===== src/hw/rtl/lcs_pkg.sv =====
// ----------------------------------------------------------------------------
// lcs_pkg
// Shared constants, codes and controller/datapath bundles of the LCS unit.
// ----------------------------------------------------------------------------
`default_nettype none

package lcs_pkg;

  localparam int MAX_LEN_DEF = 64;

  localparam int FUNC_W = 2;
  localparam int SYM_W  = 8;
  localparam int TOT_W  = 7;
  localparam int DIR_W  = 2;

  localparam logic [FUNC_W-1:0] FUNC_LOAD_A = 2'd0;
  localparam logic [FUNC_W-1:0] FUNC_LOAD_B = 2'd1;
  localparam logic [FUNC_W-1:0] FUNC_START  = 2'd2;

  localparam logic [DIR_W-1:0] DIR_DIAG = 2'd1;
  localparam logic [DIR_W-1:0] DIR_UP   = 2'd2;
  localparam logic [DIR_W-1:0] DIR_LEFT = 2'd3;

  // controller -> datapath
  typedef struct packed {
    logic load_a;
    logic load_b;
    logic compute_init;
    logic row_init;
    logic fill_cell;
    logic row_next;
    logic tb_init;
    logic tb_rd;
    logic tb_step;
    logic pop_init;
    logic pop_rd;
    logic pop_out;
    logic empty_out;
    logic clear;
  } cmd_t;

  // datapath -> controller
  typedef struct packed {
    logic any_empty;
    logic row_done;
    logic last_row;
    logic tb_done;
    logic depth_zero;
    logic pop_last;
    logic out_free;
  } stat_t;

endpackage

`default_nettype wire


===== src/hw/rtl/lcs_ctrl.sv =====
// ----------------------------------------------------------------------------
// lcs_ctrl
// Sequencer: loads, row-by-row table fill, traceback and result emission.
// ----------------------------------------------------------------------------
`default_nettype none

module lcs_ctrl import lcs_pkg::*; (
  input  wire logic              clk,
  input  wire logic              rst_n,
  input  wire logic              in_valid,
  input  wire logic [FUNC_W-1:0] in_func,
  output logic                   in_ready,
  input  wire stat_t             stat,
  output cmd_t                   cmd
);

  localparam logic [3:0] ST_IDLE     = 4'd0;
  localparam logic [3:0] ST_ROW_RD   = 4'd1;
  localparam logic [3:0] ST_CELL     = 4'd2;
  localparam logic [3:0] ST_TB_RD    = 4'd3;
  localparam logic [3:0] ST_TB_EV    = 4'd4;
  localparam logic [3:0] ST_EMIT_SEL = 4'd5;
  localparam logic [3:0] ST_POP_RD   = 4'd6;
  localparam logic [3:0] ST_POP_WAIT = 4'd7;
  localparam logic [3:0] ST_EMPTY    = 4'd8;

  logic [3:0] state_r, state_nxt;
  logic       accept;

  assign in_ready = (state_r == ST_IDLE);
  assign accept   = in_valid && in_ready;

  always_comb begin
    state_nxt = state_r;
    cmd       = '0;
    case (state_r)
      ST_IDLE: begin
        if (accept) begin
          case (in_func)
            FUNC_LOAD_A: cmd.load_a = 1'b1;
            FUNC_LOAD_B: cmd.load_b = 1'b1;
            FUNC_START: begin
              if (stat.any_empty) begin
                state_nxt = ST_EMPTY;
              end else begin
                cmd.compute_init = 1'b1;
                state_nxt        = ST_ROW_RD;
              end
            end
            default: ;
          endcase
        end
      end
      ST_ROW_RD: begin
        cmd.row_init = 1'b1;
        state_nxt    = ST_CELL;
      end
      ST_CELL: begin
        cmd.fill_cell = 1'b1;
        if (stat.row_done) begin
          if (stat.last_row) begin
            cmd.tb_init = 1'b1;
            state_nxt   = ST_TB_RD;
          end else begin
            cmd.row_next = 1'b1;
            state_nxt    = ST_ROW_RD;
          end
        end
      end
      ST_TB_RD: begin
        cmd.tb_rd = 1'b1;
        state_nxt = ST_TB_EV;
      end
      ST_TB_EV: begin
        cmd.tb_step = 1'b1;
        state_nxt   = stat.tb_done ? ST_EMIT_SEL : ST_TB_RD;
      end
      ST_EMIT_SEL: begin
        if (stat.depth_zero) begin
          state_nxt = ST_EMPTY;
        end else begin
          cmd.pop_init = 1'b1;
          state_nxt    = ST_POP_RD;
        end
      end
      ST_POP_RD: begin
        cmd.pop_rd = 1'b1;
        state_nxt  = ST_POP_WAIT;
      end
      ST_POP_WAIT: begin
        if (stat.out_free) begin
          cmd.pop_out = 1'b1;
          if (stat.pop_last) begin
            cmd.clear = 1'b1;
            state_nxt = ST_IDLE;
          end else begin
            state_nxt = ST_POP_RD;
          end
        end
      end
      ST_EMPTY: begin
        if (stat.out_free) begin
          cmd.empty_out = 1'b1;
          cmd.clear     = 1'b1;
          state_nxt     = ST_IDLE;
        end
      end
      default: state_nxt = ST_IDLE;
    endcase
  end

  always_ff @(posedge clk) begin
    if (!rst_n) begin
      state_r <= ST_IDLE;
    end else begin
      state_r <= state_nxt;
    end
  end

  // loads complete in the accept cycle; the unit never leaves idle for them
  a_load_stays_idle: assert property (@(posedge clk) disable iff (!rst_n)
    (cmd.load_a || cmd.load_b) |=> (state_r == ST_IDLE))
    else $error("load left the idle state");

  a_result_ends_run: assert property (@(posedge clk) disable iff (!rst_n)
    cmd.clear |-> (cmd.pop_out || cmd.empty_out))
    else $error("strings cleared without a final result");

  a_fill_only_nonempty: assert property (@(posedge clk) disable iff (!rst_n)
    cmd.compute_init |-> !stat.any_empty)
    else $error("table fill started on an empty string");

endmodule

`default_nettype wire


===== config.mk =====
export PLATFORM = sky130hd
export DESIGN_NAME = lcs_ctrl
export DESIGN_NICKNAME = d
export VERILOG_FILES = /design/src/hw/rtl/lcs_pkg.sv /design/src/hw/rtl/lcs_ctrl.sv
export SDC_FILE = /design/constraint.sdc
export NUM_CORES = 1
export LEC_CHECK = 0
export BUFFER_PORTS_ARGS = -buffer_cell sky130_fd_sc_hd__clkbuf_2
export CAP_MARGIN = 20
export CORE_AREA = 2 2 39 41
export CTS_CLUSTER_DIAMETER = 120
export CTS_CLUSTER_SIZE = 16
export DETAILED_ROUTE_END_ITERATION = 16
export DIE_AREA = 0 0 41 43
export GPL_ROUTABILITY_DRIVEN = 0
export GPL_TIMING_DRIVEN = 0
export SLEW_MARGIN = 25
export SYNTH_ARGS = -nofsm -noshare
export SYNTH_HDL_FRONTEND = slang
export SYNTH_SLANG_ARGS = --single-unit

===== constraint.sdc =====
create_clock -name clk -period 2.4 [get_ports clk]
set_input_delay 0.36 -clock clk [delete_from_list [all_inputs] [get_ports clk]]
set_output_delay 0.36 -clock clk [all_outputs]
set_load 0.03 [all_outputs]

# Word-level counts from Yosys, hierarchy flattened
# Cells that the tools add are included.
# totals
reg_bits,4
inputBits,12
output_inout_bits,15
elab_cells,54
# classes
eq_ne,15
mux,34
n_reduce_logical,4
# ops
cell,count
$pmux W4 S9,1
$mux W4,7
$mux W1,17
$eq A4 B3 Y1 const B,4
$mux W3,5
$eq A4 B2 Y1 const B,2
$mux W2,3
$ne A2 B2 Y1 const B,3
$reduce_and A5 Y1,1
$eq A4 B1 Y1 const B,1
$eq A4 B4 Y1 const B,1
$logic_not A4 Y1,1
$ne A2 B1 Y1 const B,2
$eq A2 B1 Y1 const B,1
$eq A2 B2 Y1 const B,1
$logic_not A2 Y1,1
$pmux W1 S2,1
$logic_and A1 B1 Y1,1

# Depth between registers and ports, before layout
# Gate-level depths: netlist of run 1.
# depth
depth_word,4
ltp_mapped,5
depth_no_buf,4

# Worst setup path before layout of run 1
# OpenSTA, ideal clock, no wires.
# synth_path
kind,reg-to-output
start,register state_r[3]
end,output port cmd[11] in the netlist's numbering
t_arrival_ns,2.818
required_time_ns,2.040
setup_slack_ns,-0.778
stages_incl_launch_ff,4
n_path_buf,0
path_cell_list,dfxtp_1 nor4_1 nand2_1 nor4b_1
# synth_lines
item,line_no,rtl
from (decl),lcs_ctrl.sv:27,"logic [3:0] state_r, state_nxt;"
from (signal assigned),lcs_ctrl.sv:116,state_r <= state_nxt;
to (decl),lcs_ctrl.sv:14,output cmd_t cmd

==> results of run 1 <==
==> cells by family after synthesis <==
group | Yosys count | share of synthesized area (%)
compound gates | 14 | 25.4
buf+inv | 4 | 3.47
flops | 4 | 18.5
simple gates | 35 | 52.6
==> cell usage after synthesis, types with 2 or more instances <==
cell type	instances
a21o_1	2
a21oi_1	2
nor4b_1	2
and2_1	2
nor3_1	5
nand2b_1	2
nor3b_1	3
nand3_1	2
o211ai_1	2
a22o_1	3
nand2_1	6
nand3b_1	2
dfxtp_1	4
clkbuf_1	3
nor2_1	5
==> stage by stage <==
step | utilization, % | total power, uW | TNS (ns) | hold slack [ns] | setup slack, ns
after floorplan | - | 130 | -0.0119 | 0.502 | -0.0119
final | 45.4 | 244 | 0 | 0.388 | 0.303
after global routing | 45.4 | 256 | 0 | 0.400 | 0.201
after detailed placement | 43.8 | 158 | 0 | 0.627 | 0.530
after global placement | 43.8 | 157 | 0 | 0.632 | 0.543
after CTS | 45.4 | 249 | 0 | 0.374 | 0.270
==> power groups by stage <==
| stage | logic [uW] | clock network [uW] | registers (uW) |
|---|---|---|---|
| floorplan | 54.4 | 0 | 75.2 |
| global placement | 79.8 | 0 | 76.7 |
| detailed placement | 80.6 | 0 | 76.9 |
| CTS | 80.8 | 92.2 | 75.8 |
| global route | 87.4 | 92.8 | 76.1 |
| finish | 80.7 | 88.2 | 75.6 |
==> worst max-delay path, stage by stage, from the launching register on <==
cell      delay (ns)
dfxtp_1         0.40
nor4_2          0.39
nand2_1         0.18
nor4b_2         0.26
clkbuf_2        0.25
==> worst paths after layout <==
| kind | from | end | slack (ns) | cells past startpoint |
|---|---|---|---|---|
| max | state_r[3] | cmd[11] | 0.30 | 4 |
| min | rst_n | state_r[1] | 0.39 | 3 |
| max reg2reg | state_r[3] | state_r[3] | 0.73 | 4 |
| min reg2reg | state_r[1] | state_r[3] | 0.78 | 2 |
==> routing by layer <==
metal	GRT usage, %	vias to the layer above	wire, um
met5	0	-	0
met4	8.00	0	27
met3	1.57	2	81
met2	24.1	30	554
met1	13.8	237	528
li1	-	273	-
==> cells in the final DEF, fill, tap and decap left out, drive strengths merged <==
| master | Yosys | routed |
|---|---|---|
| nand2b | 2 | 2 |
| nor3b | 3 | 3 |
| a21boi | 1 | 1 |
| inv | 1 | 1 |
| nor2b | 1 | 1 |
| a21oi | 2 | 2 |
| o2bb2ai | 1 | 1 |
| dfxtp | 4 | 4 |
| a21o | 2 | 2 |
| nor4b | 4 | 4 |
| clkbuf | 3 | 32 |
| nand3 | 2 | 2 |
| nand3b | 2 | 2 |
| and2 | 2 | 2 |
| o211ai | 2 | 2 |
| nor3 | 5 | 5 |
| o21ba | 1 | 1 |
| and4b | 1 | 1 |
| a22o | 4 | 4 |
| nor4 | 1 | 1 |
| o21bai | 1 | 1 |
| nor2 | 5 | 5 |
| nand2 | 6 | 6 |
| and3 | 1 | 1 |
==> area by class of cell <==
| class | instances | area share, % |
|---|---|---|
| tap | 16 | 3.19 |
| inverter | 1 | 0.598 |
| multi-input combinational | 49 | 57.4 |
| clock buffer | 3 | 3.59 |
| buffer | 3 | 1.79 |
| timing repair buffer | 26 | 20.7 |
| sequential | 4 | 12.7 |
==> metrics.txt, run 1 <==
die width=41 um; port buffer count=26; Top Registers=state_r: 4 flops; Sink Count=4; synth top area cells=dfxtp_1 (18%), a22o_1 (6.1%), nor3_1 (5.8%), nor4b_4 (5.5%), nand2_1 (5.2%); clock share of power=a little over a third; DRC errors left=0; global-route wire length before repair=1600 um; static leakage=0.000305 uW; placed instance area=around 600 um^2; number of flops mapped to enable cells by yosys=0; die area=1760 um^2; row cnt=14; CTS buffer count=3; fin. max-slew vios=0; max reg flops=4; Critical Path RT=2.04 ns; Layout area overhead=45.1%; final setup fails=0; CTS Root Cell=clkbuf_4; clk slew on worst S/H paths=0.03 ns; Initial Util=31.3%; post-route cell area=628 um^2; sequential share of the synthesized area=between 10% and 20%; Switch Pwr=86.1 uW; max-cap viol count=0; largest net degree at the start of global routing=11; share of layout cells above drive strength 1=43.0%; average size of a mapped cell=7.60 um^2; CTS Hold Bufs=0; CP startpoint kind=flip-flop; DP Wirelength=946 um; FMAX=477 MHz; status=completed; first-pass iteration count of the detailed router=4; Mapped Cells=57; vias post-DR=542; Finished Layout Cells=102; post-synth cell types=27; initial antenna violation count=0; Worst-Skew Late Latency=roughly 0.25 ns; Int Power=158 uW; multi-input logic area=~360 um^2; Synth Cell Area=around 430 um^2; unrepaired setup endpoints after global routing=false; Comb pwr share=33.0%; setup bufs post-CTS=0; final hold violations=0; crit-path max FO=8; ANT nets after route=0; number of synthesized register bits=4; CTS tree=done; CTS Buffer Depth=2; Synth warnings=0; post-CTS resize count=0; wire per inst=about 12 um; Die H=43 um; sw frac=35.2%; Worst-Margin Slew=between 0.4 and 0.5 ns; vias in the first global route=430; Largest Register=state_r; number of diodes=0; share of the synthesized area in the top cell type=a little under a fifth; DR vias/cell=roughly 5.3; Reg area=80.1 um^2; sequential share of power=30.9%; critical path type=reg2out; fillers=148; VDD IR max=225 uV; pwr dens=around 400 nW/um^2; Worst EP arrival=1.74 ns; DRC violation total after the first TritonRoute iteration=10; Mapped Nets=69; worst hold path type=in2reg; Tcrit/Tclk final=87.4%; fin crit period=roughly 2.1 ns; main flop type after synthesis=dfxtp_1; Worst setup EP type=output pin; nets=100; num ports=27; post-synth top area cell=dfxtp_1; H-tree depth=1; skew final=0.00682 ns; Detailed Route WL=1190 um; Relative slew margins=67.1%; ys async rst share=0%; Cells after DPL=99; GRT Resource Usage Total=13.6%; Core ar.=1380 um^2; Congestion Overflow GR=0
Power figures use the tool's default switching activity.
==> run 2: changes to the inputs <==
- CTS_BUF_LIST: not set -> sky130_fd_sc_hd__clkbuf_8
==> metrics.txt, run 2 (synthesis results as in run 1) <==
status=completed; number of diodes=0 (unchanged); Congestion Overflow GR=0 (unchanged); Comb pwr share=26.6% (-6.4 points); DRC errors left=0 (unchanged); critical path's slowest cell=dfxtp_1; pwr dens=468 nW/um^2 (+20%); max reg flops=4 (unchanged); Core ar.=1380 um^2 (unchanged); most frequent cells in the layout=clkbuf_2 (26), nand2_1 (6), nor2_1 (5); CTS tree=done; worst hold path type=in2reg; sw frac=30.8% (-4.4 points); skew final=0.00533 ns (-0.00149 ns); Critical Path RT=2.04 ns (about the same); setup bufs post-CTS=0 (unchanged); commonest non-fill, non-tap cell in the layout=clkbuf_2; Fin Hold WS=0.410 ns (+0.0213 ns); static leakage=0.000313 uW (+2.5%); DP Wirelength=946 um (unchanged); FMAX=482 MHz (+0.97%); Min-Delay Endpoint=state_r[1]; clock share of power=48.4% (+12 points); reg2reg path depth=4 (unchanged); GRT Resource Usage Total=14.3% (+0.70 points); Worst setup EP type=output pin; worst-path cell chain=nor4_2 -> nand2_1 -> nor4b_2 -> clkbuf_2; share of layout cells above drive strength 1=43.0% (unchanged); critical path type=reg2out; DR vias/cell=5.32 (+0.18%); total negative slack=0 ns (unchanged); Place WS=0.530 ns (unchanged); slowest stage delay, CP=0.40 ns (about the same); Worst EP arrival=1.72 ns (-0.02 ns); post-CTS resize count=0 (unchanged); Detailed Route WL=1210 um (+1.4%); max-cap viol count=0 (unchanged); wire per inst=11.9 um (+1.4%); post-route cell area=647 um^2 (+3.0%); VDD IR max=338 uV (+50%); Largest Register=state_r; Tcrit/Tclk final=86.5% (-0.84 points); final hold violations=0 (unchanged); fin crit period=2.08 ns (-0.0202 ns); initial antenna violation count=0 (unchanged); die area=1760 um^2 (unchanged); Worst-Margin Slew=0.484 ns (-0.00183 ns); placed instance area=606 um^2 (unchanged); Initial Util=31.3% (unchanged); r2r setup slk=0.73 ns (about the same); CP startpoint kind=flip-flop; CTS Root Cell=clkbuf_8; sequential share of power=25.0% (-5.9 points); vias in the first global route=436 (+1.4%); RR Endpoint=state_r[3]; fin. max-slew vios=0 (unchanged); largest net degree at the start of global routing=11 (unchanged); CTS Hold Bufs=0 (unchanged); Setup WS post-layout=0.323 ns (+0.0202 ns); Int Power=210 uW (+32%); Die H=43 um (unchanged); final setup fails=0 (unchanged); CTS Buffer Depth=2 (unchanged); Switch Pwr=93.3 uW (+8.4%); Top Registers=state_r: 4 flops; vias post-DR=543 (+0.18%); ANT nets after route=0 (unchanged); hold depth=3 (unchanged); Sink Count=4 (unchanged); nets=100 (unchanged); first-pass iteration count of the detailed router=4 (unchanged); CTS buffer count=3 (unchanged); port buffer count=26 (unchanged); Reg-to-Reg Start=state_r[3]; clk slew on worst S/H paths=0.03 ns (about the same); Layout area overhead=49.4%; Relative slew margins=67.3% (+0.12 points); num ports=27 (unchanged); H-tree depth=1 (unchanged); Worst-Skew Late Latency=0.22 ns (-0.03 ns); Util after Layout=46.7% (+1.4 points); crit-path max FO=8 (unchanged); unrepaired setup endpoints after global routing=false; row cnt=14 (unchanged); die width=41 um (unchanged); Hold Crit Start=rst_n; DRC violation total after the first TritonRoute iteration=11 (+1); global-route wire length before repair=1640 um (+2.6%)
==> run 2: final cells by class <==
cell class / instances / area (um^2)
Sequential cell: 4 / 80.1
Timing Repair Buffer: 26 / 130
Multi-Input combinational cell: 49 / 360
Buffer: 3 / 11.3
Clock buffer: 3 / 41.3
Fill cell: 149 / 737
Inverter: 1 / 3.75
Tap cell: 16 / 20.0
==> run 2: how the worst max path moves through the flow <==
stage	startpoint	endpoint	depth (start not counted)
floorplan	state_r[3]	cmd[11]	3
detailed placement	state_r[3]	cmd[0]	4
global route	state_r[3]	cmd[0]	4
global placement	state_r[3]	cmd[0]	4
CTS	state_r[3]	cmd[0]	4
finish	state_r[3]	cmd[11]	4
==> run 2: critical path: cells and delay by family (launching register included) <==
kind | cells | cell delay (ns)
flip-flops | 1 | 0.40
buffers and inverters | 1 | 0.25
AND/OR/NAND/NOR | 3 | 0.84
==> run 2: power groups by stage <==
stage                     Sequential (uW)  Clock (uW)  Combinational, uW
after CTS                            76.0         150               80.8
after floorplan                      75.2           0               54.4
after global placement               76.7           0               79.8
final                                75.8         147               80.6
after global routing                 76.3         153               87.4
after detailed placement             76.9           0               80.6
==> run 2: layer usage <==
| metal | part of all wire (%) | vias up | track usage [%] |
|---|---|---|---|
| met2 | 46 | 30 | 24.1 |
| li1 | - | 273 | - |
| met5 | 0 | - | 0 |
| met3 | 6.8 | 2 | 4.71 |
| met1 | 45 | 238 | 14.1 |
| met4 | 1.9 | 0 | 8.00 |
==> run 2: through the flow <==
stage               std cells  power (uW)
detailed placement         99         158
floorplan                  57         130
global route              102         317
CTS                       102         307
finish                    102         303
global placement           99         157
